## config.mk

```make
export PLATFORM = sky130hd
export DESIGN_NAME = reno_congestion_window_control_core_flat
export DESIGN_NICKNAME = d
export VERILOG_FILES = /design/src/rcwc_pkg.sv /design/src/rcwc_in_if.sv /design/src/rcwc_out_if.sv /design/src/rcwc_div.sv /design/src/reno_congestion_window_control_core.sv /design/src/flat_wrapper.sv
export SDC_FILE = /design/constraint.sdc
export NUM_CORES = 1
export LEC_CHECK = 0
export ABC_AREA = 1
export BUFFER_PORTS_ARGS = -buffer_cell sky130_fd_sc_hd__buf_2
export CAP_MARGIN = 25
export CORE_UTILIZATION = 47
export DETAILED_ROUTE_END_ITERATION = 10
export PLACE_DENSITY = 0.69
export SYNTH_ARGS = -nofsm -noshare
export SYNTH_HDL_FRONTEND = slang
export SYNTH_SLANG_ARGS = --single-unit
```

## constraint.sdc

```tcl
create_clock -name clk -period 3.34 [get_ports clk]
set_input_delay 0 -clock clk [delete_from_list [all_inputs] [get_ports clk]]
set_output_delay 0 -clock clk [all_outputs]
set_load 0.01 [all_outputs]
```

## src/rcwc_pkg.sv

```systemverilog
// rcwc_pkg: widths, codes and saturating or shifting helpers for the reno window control core
// no dependencies; used by every other file of the block

package rcwc_pkg;

  // window format
  localparam int FRACTION_BITS = 8;
  localparam int WIN_W         = 24;
  localparam int THR_W         = 16;
  localparam int SEQ_W         = 16;
  localparam int PHASE_W       = 2;
  localparam int DUP_W         = 2;

  // quotient of 2^(2*fb) / window needs 2*fb + 1 bits
  localparam int QUO_W         = 2 * FRACTION_BITS + 1;
  // divider step counter
  localparam int DIV_CNT_W     = $clog2(QUO_W);

  // common width for intermediate sums and shifted thresholds
  localparam int CALC_A        = THR_W + FRACTION_BITS + 2;
  localparam int CALC_B        = QUO_W + 1;
  localparam int CALC_AB       = (CALC_A > CALC_B) ? CALC_A : CALC_B;
  localparam int CALC_W        = (CALC_AB > WIN_W + 1) ? CALC_AB : WIN_W + 1;

  localparam logic [WIN_W-1:0]  WIN_MAX  = {WIN_W{1'b1}};
  localparam logic [THR_W-1:0]  THR_MAX  = {THR_W{1'b1}};
  localparam logic [WIN_W-1:0]  WIN_ONE  = WIN_W'(1) << FRACTION_BITS;
  localparam logic [THR_W-1:0]  INIT_THR = THR_W'(10);
  localparam logic [THR_W-1:0]  THR_FAST = THR_W'(3);
  localparam logic [DUP_W-1:0]  DUP_LIMIT = DUP_W'(3);

  // request codes
  localparam logic REQ_ACK     = 1'b0;
  localparam logic REQ_TIMEOUT = 1'b1;

  typedef enum logic [PHASE_W-1:0] {
    PH_SLOW  = 2'd0,
    PH_AVOID = 2'd1,
    PH_RECOV = 2'd2
  } phase_t;

  // handshake between sequencer and divider
  typedef struct packed {
    logic             start;
    logic [WIN_W-1:0] divisor;
  } div_req_t;

  typedef struct packed {
    logic             done;
    logic [QUO_W-1:0] quotient;
  } div_sts_t;

  // clamp a wide value to the window range
  function automatic logic [WIN_W-1:0] sat_win(input logic [CALC_W-1:0] v);
    logic [WIN_W-1:0] r;
    if (v > CALC_W'(WIN_MAX)) begin
      r = WIN_MAX;
    end else begin
      r = v[WIN_W-1:0];
    end
    return r;
  endfunction

  // floor(window / 2) as an integer threshold, clamped
  function automatic logic [THR_W-1:0] half_thr(input logic [WIN_W-1:0] w);
    logic [CALC_W-1:0] h;
    logic [THR_W-1:0]  r;
    h = CALC_W'(w) >> (FRACTION_BITS + 1);
    if (h > CALC_W'(THR_MAX)) begin
      r = THR_MAX;
    end else begin
      r = h[THR_W-1:0];
    end
    return r;
  endfunction

  // integer threshold moved into window format, unclamped
  function automatic logic [CALC_W-1:0] thr_q(input logic [THR_W-1:0] t);
    return CALC_W'(t) << FRACTION_BITS;
  endfunction

endpackage

```

## src/rcwc_in_if.sv

```systemverilog
// rcwc_in_if: input channel carrying acknowledgement and timeout transactions
// depends on rcwc_pkg for field widths

interface rcwc_in_if;
  logic                        valid;
  logic                        ready;
  logic                        req_type;
  logic [rcwc_pkg::SEQ_W-1:0]  ack_number;
  logic [rcwc_pkg::SEQ_W-1:0]  seq_number;
  logic                        header_valid;

  modport source (output valid, output req_type, output ack_number,
                  output seq_number, output header_valid, input ready);
  modport sink   (input valid, input req_type, input ack_number,
                  input seq_number, input header_valid, output ready);
endinterface

```

## src/rcwc_out_if.sv

```systemverilog
// rcwc_out_if: result channel carrying window state and retransmit requests
// depends on rcwc_pkg for field widths

interface rcwc_out_if;
  logic                          valid;
  logic                          ready;
  logic [rcwc_pkg::WIN_W-1:0]    window_q8;
  logic [rcwc_pkg::THR_W-1:0]    threshold;
  logic [rcwc_pkg::PHASE_W-1:0]  phase;
  logic [rcwc_pkg::SEQ_W-1:0]    window_base;
  logic [rcwc_pkg::DUP_W-1:0]    duplicate_count;
  logic                          retransmit;
  logic [rcwc_pkg::SEQ_W-1:0]    retransmit_first;
  logic [rcwc_pkg::SEQ_W-1:0]    retransmit_last;
  logic                          ack_was_new;

  modport source (output valid, output window_q8, output threshold, output phase,
                  output window_base, output duplicate_count, output retransmit,
                  output retransmit_first, output retransmit_last,
                  output ack_was_new, input ready);
  modport sink   (input valid, input window_q8, input threshold, input phase,
                  input window_base, input duplicate_count, input retransmit,
                  input retransmit_first, input retransmit_last,
                  input ack_was_new, output ready);
endinterface

```

## src/rcwc_div.sv

```systemverilog
// rcwc_div: restoring divider, one quotient bit per cycle, for 2^(2*fb) / window
// depends on rcwc_pkg for widths and the request/status structs

module rcwc_div (
  input  logic               clk,
  input  logic               rst_n,
  input  rcwc_pkg::div_req_t req,
  output rcwc_pkg::div_sts_t sts
);
  import rcwc_pkg::*;

  logic                 busy_r, busy_nxt;
  logic                 done_r, done_nxt;
  logic [DIV_CNT_W-1:0] cnt_r, cnt_nxt;
  logic [WIN_W-1:0]     rem_r, rem_nxt;
  logic [WIN_W-1:0]     dvs_r, dvs_nxt;
  logic [QUO_W-1:0]     quo_r, quo_nxt;

  logic [WIN_W:0]   trial;
  logic [WIN_W:0]   diff;
  logic             ge;

  // dividend is a single set bit at the top, so only the first step brings in a one
  always_comb begin
    trial = {rem_r, (cnt_r == '0)};
    diff  = trial - {1'b0, dvs_r};
    ge    = (trial >= {1'b0, dvs_r});
  end

  always_comb begin
    busy_nxt = busy_r;
    done_nxt = 1'b0;
    cnt_nxt  = cnt_r;
    rem_nxt  = rem_r;
    dvs_nxt  = dvs_r;
    quo_nxt  = quo_r;
    if (busy_r) begin
      rem_nxt = ge ? diff[WIN_W-1:0] : trial[WIN_W-1:0];
      quo_nxt = {quo_r[QUO_W-2:0], ge};
      cnt_nxt = cnt_r + DIV_CNT_W'(1);
      if (cnt_r == DIV_CNT_W'(QUO_W - 1)) begin
        busy_nxt = 1'b0;
        done_nxt = 1'b1;
      end
    end else if (req.start) begin
      busy_nxt = 1'b1;
      cnt_nxt  = '0;
      rem_nxt  = '0;
      quo_nxt  = '0;
      dvs_nxt  = req.divisor;
    end
  end

  always_ff @(posedge clk) begin
    if (!rst_n) begin
      busy_r <= 1'b0;
      done_r <= 1'b0;
      cnt_r  <= '0;
    end else begin
      busy_r <= busy_nxt;
      done_r <= done_nxt;
      cnt_r  <= cnt_nxt;
    end
    rem_r <= rem_nxt;
    dvs_r <= dvs_nxt;
    quo_r <= quo_nxt;
  end

  assign sts.done     = done_r;
  assign sts.quotient = quo_r;

endmodule

```

## src/reno_congestion_window_control_core.sv

```systemverilog
// reno_congestion_window_control_core: sender-side reno congestion window control
// depends on rcwc_pkg, rcwc_in_if, rcwc_out_if and rcwc_div
//
//   channel   dir  handshake          contents
//   in_ch     in   valid/ready        req_type, ack_number, seq_number, header_valid
//   out_ch    out  valid/ready        window, threshold, phase, base, dup count, retransmit
//   cfg_*     in   cfg_we, no ready   slow start threshold
//
// one transaction at a time: in_ch.ready is high only while the core is idle
// a new ack in congestion avoidance with a non-zero window goes from acceptance through the
// exec state and the bit-serial divider, whose done flag is registered, before raising out_ch.valid
// every other transaction goes from the exec state straight to the output state that raises it
// out_ch.valid holds until taken; stalls on out_ch hold off the next input transaction
// rst_n is synchronous: window 1.0, threshold 10, slow start, base and counts zero

module reno_congestion_window_control_core (
  input  logic                        clk,
  input  logic                        rst_n,
  rcwc_in_if.sink                     in_ch,
  rcwc_out_if.source                  out_ch,
  input  logic                        cfg_we,
  input  logic [rcwc_pkg::THR_W-1:0]  cfg_wdata
);
  import rcwc_pkg::*;

  typedef enum logic [1:0] {
    S_IDLE,
    S_EXEC,
    S_DIV,
    S_OUT
  } state_t;

  state_t            state_r, state_nxt;

  // latched input transaction
  logic              req_r, req_nxt;
  logic [SEQ_W-1:0]  ack_r, ack_nxt;
  logic [SEQ_W-1:0]  seq_r, seq_nxt;
  logic              hv_r, hv_nxt;

  // window control state
  logic [WIN_W-1:0]  win_r, win_nxt;
  logic [THR_W-1:0]  thr_r, thr_nxt;
  phase_t            phase_r, phase_nxt;
  logic [SEQ_W-1:0]  base_r, base_nxt;
  logic [DUP_W-1:0]  dup_r, dup_nxt;
  logic [SEQ_W-1:0]  gap_r, gap_nxt;

  // per-transaction result flags
  logic              rt_r, rt_nxt;
  logic [SEQ_W-1:0]  rtf_r, rtf_nxt;
  logic [SEQ_W-1:0]  rtl_r, rtl_nxt;
  logic              new_r, new_nxt;

  div_req_t          div_req;
  div_sts_t          div_sts;

  // shared helpers for the exec step
  logic [WIN_W-1:0]  win_plus_one;
  logic [THR_W-1:0]  thr_half;
  logic [DUP_W-1:0]  dup_inc;
  logic              ack_new;
  logic              need_div;

  rcwc_div u_div (
    .clk   (clk),
    .rst_n (rst_n),
    .req   (div_req),
    .sts   (div_sts)
  );

  always_comb begin
    win_plus_one = sat_win(CALC_W'(win_r) + CALC_W'(WIN_ONE));
    thr_half     = half_thr(win_r);
    dup_inc      = (dup_r == DUP_LIMIT) ? DUP_LIMIT : dup_r + DUP_W'(1);
    ack_new      = (ack_r > base_r);
    // only a new ack in avoidance with a non-zero window needs the divider
    need_div     = (req_r == REQ_ACK) && hv_r && ack_new &&
                   (phase_r != PH_SLOW) && (phase_r != PH_RECOV) && (win_r != '0);
  end

  assign div_req.start   = (state_r == S_EXEC) && need_div;
  assign div_req.divisor = win_r;

  always_comb begin
    state_nxt = state_r;
    req_nxt   = req_r;
    ack_nxt   = ack_r;
    seq_nxt   = seq_r;
    hv_nxt    = hv_r;
    win_nxt   = win_r;
    thr_nxt   = thr_r;
    phase_nxt = phase_r;
    base_nxt  = base_r;
    dup_nxt   = dup_r;
    gap_nxt   = gap_r;
    rt_nxt    = rt_r;
    rtf_nxt   = rtf_r;
    rtl_nxt   = rtl_r;
    new_nxt   = new_r;

    unique case (state_r)
      S_IDLE: begin
        if (in_ch.valid) begin
          req_nxt   = in_ch.req_type;
          ack_nxt   = in_ch.ack_number;
          seq_nxt   = in_ch.seq_number;
          hv_nxt    = in_ch.header_valid;
          state_nxt = S_EXEC;
        end
      end

      S_EXEC: begin
        rt_nxt    = 1'b0;
        rtf_nxt   = '0;
        rtl_nxt   = '0;
        new_nxt   = 1'b0;
        state_nxt = S_OUT;
        if (req_r == REQ_TIMEOUT) begin
          // timer expiry: threshold to half the window, back to slow start, resend the gap
          thr_nxt   = thr_half;
          win_nxt   = WIN_ONE;
          dup_nxt   = '0;
          phase_nxt = PH_SLOW;
          rt_nxt    = 1'b1;
          rtf_nxt   = base_r;
          rtl_nxt   = gap_r;
        end else if (hv_r) begin
          if (ack_new) begin
            if (need_div) begin
              // avoidance growth waits for the quotient
              state_nxt = S_DIV;
            end else begin
              new_nxt  = 1'b1;
              base_nxt = base_r + SEQ_W'(1);
              dup_nxt  = '0;
              if (phase_r == PH_SLOW) begin
                win_nxt = win_plus_one;
                if (CALC_W'(win_plus_one) >= thr_q(thr_r)) begin
                  phase_nxt = PH_AVOID;
                end
              end else if (phase_r == PH_RECOV) begin
                win_nxt   = sat_win(thr_q(thr_r));
                phase_nxt = PH_AVOID;
              end else begin
                // zero window in avoidance: increment saturates
                win_nxt = WIN_MAX;
              end
            end
          end else if (phase_r == PH_RECOV) begin
            // window inflation during recovery
            win_nxt = win_plus_one;
          end else begin
            gap_nxt = seq_r;
            dup_nxt = dup_inc;
            if (dup_inc == DUP_LIMIT) begin
              // third duplicate: fast retransmit and enter recovery
              thr_nxt   = thr_half;
              win_nxt   = sat_win(thr_q(thr_half + THR_FAST) +
                                  (CALC_W'(thr_half >= THR_MAX - THR_FAST + THR_W'(1))
                                   << (THR_W + FRACTION_BITS)));
              phase_nxt = PH_RECOV;
              rt_nxt    = 1'b1;
              rtf_nxt   = base_r;
              rtl_nxt   = seq_r;
            end
          end
        end
      end

      S_DIV: begin
        if (div_sts.done) begin
          win_nxt   = sat_win(CALC_W'(win_r) + CALC_W'(div_sts.quotient));
          new_nxt   = 1'b1;
          base_nxt  = base_r + SEQ_W'(1);
          dup_nxt   = '0;
          state_nxt = S_OUT;
        end
      end

      S_OUT: begin
        if (out_ch.ready) begin
          state_nxt = S_IDLE;
        end
      end

      default: begin
        state_nxt = S_IDLE;
      end
    endcase

    // threshold register write from the configuration port
    if (cfg_we) begin
      thr_nxt = cfg_wdata;
    end
  end

  always_ff @(posedge clk) begin
    if (!rst_n) begin
      state_r <= S_IDLE;
      win_r   <= WIN_ONE;
      thr_r   <= INIT_THR;
      phase_r <= PH_SLOW;
      base_r  <= '0;
      dup_r   <= '0;
      gap_r   <= '0;
      rt_r    <= 1'b0;
      new_r   <= 1'b0;
    end else begin
      state_r <= state_nxt;
      win_r   <= win_nxt;
      thr_r   <= thr_nxt;
      phase_r <= phase_nxt;
      base_r  <= base_nxt;
      dup_r   <= dup_nxt;
      gap_r   <= gap_nxt;
      rt_r    <= rt_nxt;
      new_r   <= new_nxt;
    end
    req_r <= req_nxt;
    ack_r <= ack_nxt;
    seq_r <= seq_nxt;
    hv_r  <= hv_nxt;
    rtf_r <= rtf_nxt;
    rtl_r <= rtl_nxt;
  end

  // state is frozen while the result waits, but for a cfg write to the threshold, so it is shown directly
  assign in_ch.ready             = (state_r == S_IDLE);
  assign out_ch.valid            = (state_r == S_OUT);
  assign out_ch.window_q8        = win_r;
  assign out_ch.threshold        = thr_r;
  assign out_ch.phase            = phase_r;
  assign out_ch.window_base      = base_r;
  assign out_ch.duplicate_count  = dup_r;
  assign out_ch.retransmit       = rt_r;
  assign out_ch.retransmit_first = rtf_r;
  assign out_ch.retransmit_last  = rtl_r;
  assign out_ch.ack_was_new      = new_r;

endmodule

```

## src/flat_wrapper.sv

```systemverilog
// flat-port wrapper written by rule: the top's interface ports become plain ports
module reno_congestion_window_control_core_flat import rcwc_pkg::*;
  (clk, rst_n, cfg_we, cfg_wdata, in_ch_valid, in_ch_req_type, in_ch_ack_number, in_ch_seq_number, in_ch_header_valid, in_ch_ready, out_ch_valid, out_ch_window_q8, out_ch_threshold, out_ch_phase, out_ch_window_base, out_ch_duplicate_count, out_ch_retransmit, out_ch_retransmit_first, out_ch_retransmit_last, out_ch_ack_was_new, out_ch_ready);
  rcwc_in_if in_ch_i ();
  rcwc_out_if out_ch_i ();
  input  logic clk;
  input  logic rst_n;
  input  logic cfg_we;
  input  logic [rcwc_pkg::THR_W-1:0] cfg_wdata;
  input wire logic [$bits(in_ch_i.valid)-1:0] in_ch_valid;
  input wire logic [$bits(in_ch_i.req_type)-1:0] in_ch_req_type;
  input wire logic [$bits(in_ch_i.ack_number)-1:0] in_ch_ack_number;
  input wire logic [$bits(in_ch_i.seq_number)-1:0] in_ch_seq_number;
  input wire logic [$bits(in_ch_i.header_valid)-1:0] in_ch_header_valid;
  output wire logic [$bits(in_ch_i.ready)-1:0] in_ch_ready;
  output wire logic [$bits(out_ch_i.valid)-1:0] out_ch_valid;
  output wire logic [$bits(out_ch_i.window_q8)-1:0] out_ch_window_q8;
  output wire logic [$bits(out_ch_i.threshold)-1:0] out_ch_threshold;
  output wire logic [$bits(out_ch_i.phase)-1:0] out_ch_phase;
  output wire logic [$bits(out_ch_i.window_base)-1:0] out_ch_window_base;
  output wire logic [$bits(out_ch_i.duplicate_count)-1:0] out_ch_duplicate_count;
  output wire logic [$bits(out_ch_i.retransmit)-1:0] out_ch_retransmit;
  output wire logic [$bits(out_ch_i.retransmit_first)-1:0] out_ch_retransmit_first;
  output wire logic [$bits(out_ch_i.retransmit_last)-1:0] out_ch_retransmit_last;
  output wire logic [$bits(out_ch_i.ack_was_new)-1:0] out_ch_ack_was_new;
  input wire logic [$bits(out_ch_i.ready)-1:0] out_ch_ready;
  assign in_ch_i.valid = in_ch_valid;
  assign in_ch_i.req_type = in_ch_req_type;
  assign in_ch_i.ack_number = in_ch_ack_number;
  assign in_ch_i.seq_number = in_ch_seq_number;
  assign in_ch_i.header_valid = in_ch_header_valid;
  assign in_ch_ready = in_ch_i.ready;
  assign out_ch_valid = out_ch_i.valid;
  assign out_ch_window_q8 = out_ch_i.window_q8;
  assign out_ch_threshold = out_ch_i.threshold;
  assign out_ch_phase = out_ch_i.phase;
  assign out_ch_window_base = out_ch_i.window_base;
  assign out_ch_duplicate_count = out_ch_i.duplicate_count;
  assign out_ch_retransmit = out_ch_i.retransmit;
  assign out_ch_retransmit_first = out_ch_i.retransmit_first;
  assign out_ch_retransmit_last = out_ch_i.retransmit_last;
  assign out_ch_ack_was_new = out_ch_i.ack_was_new;
  assign out_ch_i.ready = out_ch_ready;
  reno_congestion_window_control_core u_core (.clk(clk), .rst_n(rst_n), .in_ch(in_ch_i), .out_ch(out_ch_i), .cfg_we(cfg_we), .cfg_wdata(cfg_wdata));
endmodule
```

# [After elaboration in Yosys (flattened, before gate mapping)]
# Cells that the tools add are included.
[word_totals] register_bits=218 input_bits=55 out_inout_bits=96 word_cells=181
[op_classes] add_sub_neg=8 magnitude_cmp=9 eq_ne=25 n_mux=85 bitwise=4 reduce_logical=29
[ops] cell="$mux W24" count=16
[ops] cell="$mux W16" count=23
[ops] cell="$gt A26 B24 Y1 const B" count=3
[ops] cell="$pmux W24 S2" count=1
[ops] cell="$mux W2" count=22
[ops] cell="$mux W17" count=2
[ops] cell="$pmux W16 S2" count=1
[ops] cell="$add A24 B25 Y26" count=1
[ops] cell="$add A24 B17 Y25" count=1
[ops] cell="$add A24 B9 Y25 const B" count=1
[ops] cell="$ge A25 B24 Y1" count=1
[ops] cell="$ge A24 B24 Y1" count=1
[ops] cell="$gt A24 B24 Y1 const B" count=1
[ops] cell="$reduce_bool A24 Y1" count=1
[ops] cell="$sub A24 B24 Y24" count=1
[ops] cell="$reduce_and A5 Y1" count=4
[ops] cell="$add A16 B1 Y16 const B" count=1
[ops] cell="$add A16 B2 Y16 const B" count=1
[ops] cell="$ge A16 B16 Y1 const B" count=1
[ops] cell="$gt A15 B16 Y1 const B" count=1
[ops] cell="$gt A16 B16 Y1" count=1
[ops] cell="$mux W1" count=15
[ops] cell="$ne A4 B3 Y1 const B" count=3
[ops] cell="$eq A2 B2 Y1 const B" count=5
[ops] cell="other kinds (24)" count=52

# [Depth between registers and ports, before layout]
[depth] word_depth=12 ltp_mapped=23 mapped_depth_nobuf=23

# [Cells and area by module]
# Synthesis repeated with hierarchy kept, for this count alone.
[unflattened] hier_cells=1963 hier_area_um2=14416.3
[modules_own_cells] mod="reno_congestion_window_control_core" instances=1 cells_each=1321 area_each_um2=9625.5 seq_area_each_um2=3583.4
[modules_own_cells] mod="rcwc_div" instances=1 cells_each=642 area_each_um2=4790.8 seq_area_each_um2=2092.0

# [Worst setup path before layout]
# OpenSTA, ideal clock, no wires.
[synth_timing] path_type="register to register" from="reg u_core.state_r[1]" to="reg u_core.u_div.dvs_r[0] (enable)" arrival_time_ps=2941 slack_ps=-9 stages_incl_launch_ff=6 path_buffers=1 synth_period_minus_slack_ps=3349 cell_sequence="dfxtp_1 inv_1 ha_1 buf_2 nand4_4 nor2_1"
[synth_via] elab_chain_len=3
[synth_lines] item="from (decl)" line_no="reno_congestion_window_control_core.sv:33" text="state_t state_r, state_nxt;"
[synth_lines] item="from (signal assigned)" line_no="reno_congestion_window_control_core.sv:210" text="state_r <= state_nxt;"
[synth_lines] item="$eq A2 B1 Y1" line_no="reno_congestion_window_control_core.sv:82" text="assign div_req.start = (state_r == S_EXEC) && need_div;"
[synth_lines] item="$logic_and A1 B1 Y1" line_no="reno_congestion_window_control_core.sv:82"
[synth_lines] item="$reduce_and A2 Y1 (no source line)"
[synth_lines] item="to (signal assigned)" line_no="rcwc_div.sv:65" text="dvs_r <= dvs_nxt;"
[synth_lines] item="to (decl)" line_no="rcwc_div.sv:16" text="logic [WIN_W-1:0] dvs_r, dvs_nxt;"
# Every way passes these cells.
# A chain may end at the register's enable or synchronous reset.

# [Worst setup path after layout]
[layout_timing] from="reg u_core.base_r[3] (netlist: u_core.out_ch.window_base[3])" to="reg u_core.thr_r[8] (netlist: u_core.out_ch.threshold[8])"
[layout_via] elab_chain_len=3
[layout_lines] item="from (decl)" line_no="reno_congestion_window_control_core.sv:45" text="logic [SEQ_W-1:0] base_r, base_nxt;"
[layout_lines] item="from (signal assigned)" line_no="reno_congestion_window_control_core.sv:214" text="base_r <= base_nxt;"
[layout_lines] item="$gt A16 B16 Y1" line_no="reno_congestion_window_control_core.sv:76" text="ack_new = (ack_r > base_r);"
[layout_lines] item="$ne A3 B2 Y1 (no source line)"
[layout_lines] item="$reduce_and A5 Y1 (no source line)"
[layout_lines] item="to (signal assigned)" line_no="reno_congestion_window_control_core.sv:212" text="thr_r <= thr_nxt;"
[layout_lines] item="to (decl)" line_no="reno_congestion_window_control_core.sv:43" text="logic [THR_W-1:0] thr_r, thr_nxt;"
# Every way passes these cells.

==> implementation parameters <==
Parameter                              Value

Synth
  Count of distinct cell types in the synthesized netlist ... 53
  Synth warnings ... 0
  Average instance area after synthesis ... 7.76 sq um
  Synth top area share ... 28.7%
  Predominant post-synthesis flop cell ... edfxtp_1
  EDFF count, synth ... 131
  Top area cells in the synthesized netlist ... edfxtp_1 (29%), dfxtp_1 (13%), nand2_1 (11%), ha_1 (7.8%), a21oi_1 (5.8%)
  Cell type with the highest aggregate area in the netlist ... edfxtp_1
  Share of async-settable or async-resettable flops after synthesis ... 0%
  Proportion of synthesized chip area in sequential cells ... 41.4%
  Netlist Area Pre-Place ... 13700 sq um
  Gate count of the mapped netlist ... 1765
  Number of nets produced by synthesis ... 1907
  Flip-flop and latch count after synthesis ... 218

Cells and area
  Fin cells ... 2380
  Synth-to-layout area growth ... 20.0%
  Post-Layout Inst Area ... 16400 sq um
  Most common library cell in the layout ignoring fill and taps ... nand2_1
  Filler cell count in the final layout ... 2685
  Final layout net count ... 2116
  Leading cell types in the layout, fill and taps excluded ... nand2_1 (416), inv_1 (200), a21oi_1 (159)
  Share of post-route cells with drive strength above 1 ... 13.8%

Routing
  Residual DRC ... 0
  Iter 0 DRT Violations ... 977
  Per-cell routed wire length ... 17.1 microns
  Total number of vias ... 12800
  Post-route ant nets ... 0
  Per-cell via count in the routed design ... 5.39
  Drt pass-1 iters ... 6
  Post-detailed-routing wire length ... 40600 microns

Power
  Worst IR Drop VDD ... 0.481 mV
  Leakage power of the design ... 7.34 nW
  Power density normalized to cell area ... 659 nW/um^2

Timing
  Final Cycle Share ... 90.1%
  Number of endpoints failing setup at the final stage ... 0
  Fmax ... 332 MHz
  Final slew viol count ... 0
  Setup repair after global routing missed its margin ... false
  Worst relative slew slack ... 45.8%
  Setup total negative slack ... 0 ns
  Total count of hold-check failures in the final report ... 0
  Setup slack of the critical path after layout ... 0.330 ns
  Transition time at the pin with the least slew margin ... 0.814 ns
  Worst Clk Skew ... 0.0158 ns
  Tmin final ... 3.01 ns

Worst setup path
  Most frequent cell on the critical path ... nand2_1
  Gate family responsible for the most delay along the worst path ... simple AND/OR/NAND/NOR gates
  Kind of end point of the critical path ... flop
  Crit-path max FO ... 19
  Category of the most critical setup path ... reg -> reg
  FF-to-FF Start ... u_core.out_ch.window_base[3]
  Critical Path Start Type ... flop
  Library cell contributing the largest single delay on the critical path ... ha_1
  Delay contributed by the slowest stage of the critical path ... 0.39 ns
  Logic depth of the worst register-to-register path ... 16
  Required time of the critical path ... 3.81 ns
  Cell breakdown of the critical path ... clkinv_1, ha_1, nand2_1, o21ai_1, nand2_1, nand2_1, nand2_1, nand2_2, nand2_4, nand3_2, nand2_1, nand2_1, nand2_2, inv_2, nand2_1, a21oi_1
  Sum of buffers and inverters on the critical path ... 2
  Worst reg2reg setup slack ... 0.33 ns
  Arrival time of the worst setup path ... 3.48 ns
  Worst r2r dst ... u_core.out_ch.threshold[8]

Placed design
  Setup Slack @ Placement ... 0.325 ns
  Dpl hpwl ... 29800 microns
  Dpl cell area ... 14900 sq um
  Final weighted congestion in routability-driven placement ... 0.947
  Number of instances in the placed design ... 2274
  Number of port buffers ... 150

Global route
  Pin count of the biggest net entering global routing ... 50
  Total GRT Usage ... 27.1%
  Via count of the first global-routing pass ... 12400
  Number of antenna violations at the first check in global routing ... 1
  Aggregate global routing overflow ... 0
  Global-route wire length before repair ... 65300 microns

Job
  Maxcap violations ... 0

CTS
  Maximum count of clock buffers along a single path ... 3
  Number of levels the H-tree was split into ... 1
  Clock buffers created by TritonCTS ... 27
  Clock-pin slew on the worst setup and hold paths ... 0.06 ns
  Clock latency of the later-clocked register in the worst-skew pair ... 0.56 ns
  Sinks on Clock Net ... 218
  Cell chosen for the clock root ... clkbuf_16
  CTS tree ... yes

Die
  Die boundary height ... 173 microns
  Std cell rows ... 62
  Initial Utilization ... 47.7%
  Boundary pin count ... 151
  Horizontal extent of the die ... 173 microns
  Floorplan core area ... 28700 sq um
  DIE AREA ... 29800 sq um

Min path
  Hold path cells ... 5
  Tightest Hold Check Type ... in -> reg
  Endpoint of the worst hold-timing path ... u_core.out_ch.threshold[12]
  Worst hold start ... cfg_we

Run status
  Run status ... completed
through the flow:
step | power (W) | hold WS (ns) | util, %
floorplan | 0.00633 | 0.0989 | -
global placement | 0.00753 | 0.176 | 52.0
detailed placement | 0.00757 | 0.178 | 52.0
CTS | 0.0108 | 0.0212 | 57.2
global route | 0.0115 | 0.0804 | 57.2
finish | 0.0108 | 0.0401 | 57.2
report_power, final:
| group | internal, W | leakage (nW) | total [W] | switching [W] |
|---|---|---|---|---|
| clock | 0.00192 | 0.468 | 0.00315 | 0.00122 |
| sequential | 0.00329 | 1.86 | 0.00353 | 0.000243 |
| combinational | 0.00136 | 5.01 | 0.00414 | 0.00278 |
| total | 0.00657 | 7.34 | 0.0108 | 0.00425 |
cell type report:
class                      instances  area, sq um  area share [%]
multi-input combinational       1268         6870            41.8
inverter                         214          806            4.91
clock buffer                      33          751            4.57
sequential                       218         5680            34.5
tap                              384          480            2.92
timing repair buffer             245         1620            9.89
clock inverter                    17          214            1.30
antenna                            1         2.50          0.0152
state kept, by name, indices dropped and copies added, names as in the netlist:
register                        count
u_core.out_ch.phase                 2
u_core.u_div.dvs_r                 24
u_core.out_ch.threshold            16
u_core.u_div.busy_r                 1
u_core.u_div.cnt_r                  5
u_core.out_ch.retransmit_first     16
u_core.out_ch.window_base          16
u_core.req_r                        1
u_core.out_ch.duplicate_count       2
u_core.out_ch.retransmit            1
u_core.hv_r                         1
u_core.u_div.done_r                 1
u_core.seq_r                       16
u_core.state_r                      2
u_core.out_ch.ack_was_new           1
u_core.out_ch.retransmit_last      16
u_core.out_ch.window_q8            24
u_core.u_div.rem_r                 24
u_core.ack_r                       16
u_core.u_div.quo_r                 17
u_core.gap_r                       16
cell usage after synthesis (3+ instances only):
library cell	number
a21o_1	5
a21oi_1	159
a31oi_1	10
buf_1	4
buf_2	20
buf_4	10
buf_6	5
clkbuf_1	26
clkinv_1	3
dfxtp_1	87
edfxtp_1	131
ha_1	85
inv_1	200
inv_2	10
nand2_1	416
nand2_2	5
nand2_4	3
nand3_1	114
nand3_2	4
nand4_1	45
nor2_1	140
nor2_2	5
nor2_4	3
nor3_1	20
nor4_1	4
o211ai_1	5
o21ai_0	127
o21ai_1	12
o21bai_1	6
o22ai_1	11
xnor2_1	16
xor2_1	45
cells by family after synthesis:
| kind of cell | count (synthesis) | share of synthesized area, % |
|---|---|---|
| compound gates | 350 | 13.7 |
| simple gates | 770 | 24.5 |
| xor+xnor | 61 | 3.90 |
| flops | 218 | 41.4 |
| buf+inv | 279 | 8.40 |
| fa+ha+maj | 87 | 8.06 |
how the worst max path moves through the flow:
stage                                       startpoint                    endpoint  slack (ns)  depth (start not counted)
after floorplan                      u_core.state_r[1]       u_core.u_div.quo_r[0]        0.29                          6
after global placement    u_core.out_ch.window_base[3]       u_core.u_div.cnt_r[4]        0.43                         16
after detailed placement  u_core.out_ch.window_base[3]       u_core.u_div.cnt_r[4]        0.32                         16
after CTS                 u_core.out_ch.window_base[3]       u_core.u_div.cnt_r[4]        0.31                         16
after global routing      u_core.out_ch.window_base[3]  u_core.out_ch.threshold[9]        0.01                         16
final                     u_core.out_ch.window_base[3]  u_core.out_ch.threshold[8]        0.33                         16
worst register-to-register path: stages (launching register included):
cell      delay [ns]
dfxtp_1         0.38
clkinv_1        0.24
ha_1            0.39
nand2_1         0.08
o21ai_1         0.18
nand2_1         0.07
nand2_1         0.06
nand2_1         0.06
nand2_2         0.14
nand2_4         0.20
nand3_2         0.13
nand2_1         0.07
nand2_1         0.19
nand2_2         0.23
inv_2           0.27
nand2_1         0.08
a21oi_1         0.15
repair_timing:
item | CTS | global route
buffers inserted | 0 | 1
setup endpoints to repair | 0 | 27
hold buffers | 54 | 0
hold endpoints to repair | 54 | 0
resized for setup | 0 | 0
routing by layer:
layer | part of all wire, % | GRT usage [%]
met4 | 3.4 | 10.3
met2 | 47 | 45.3
met3 | 6.6 | 3.80
met5 | 0 | 0
met1 | 43 | 35.7
No activity file was read; power rests on OpenSTA's default activity.
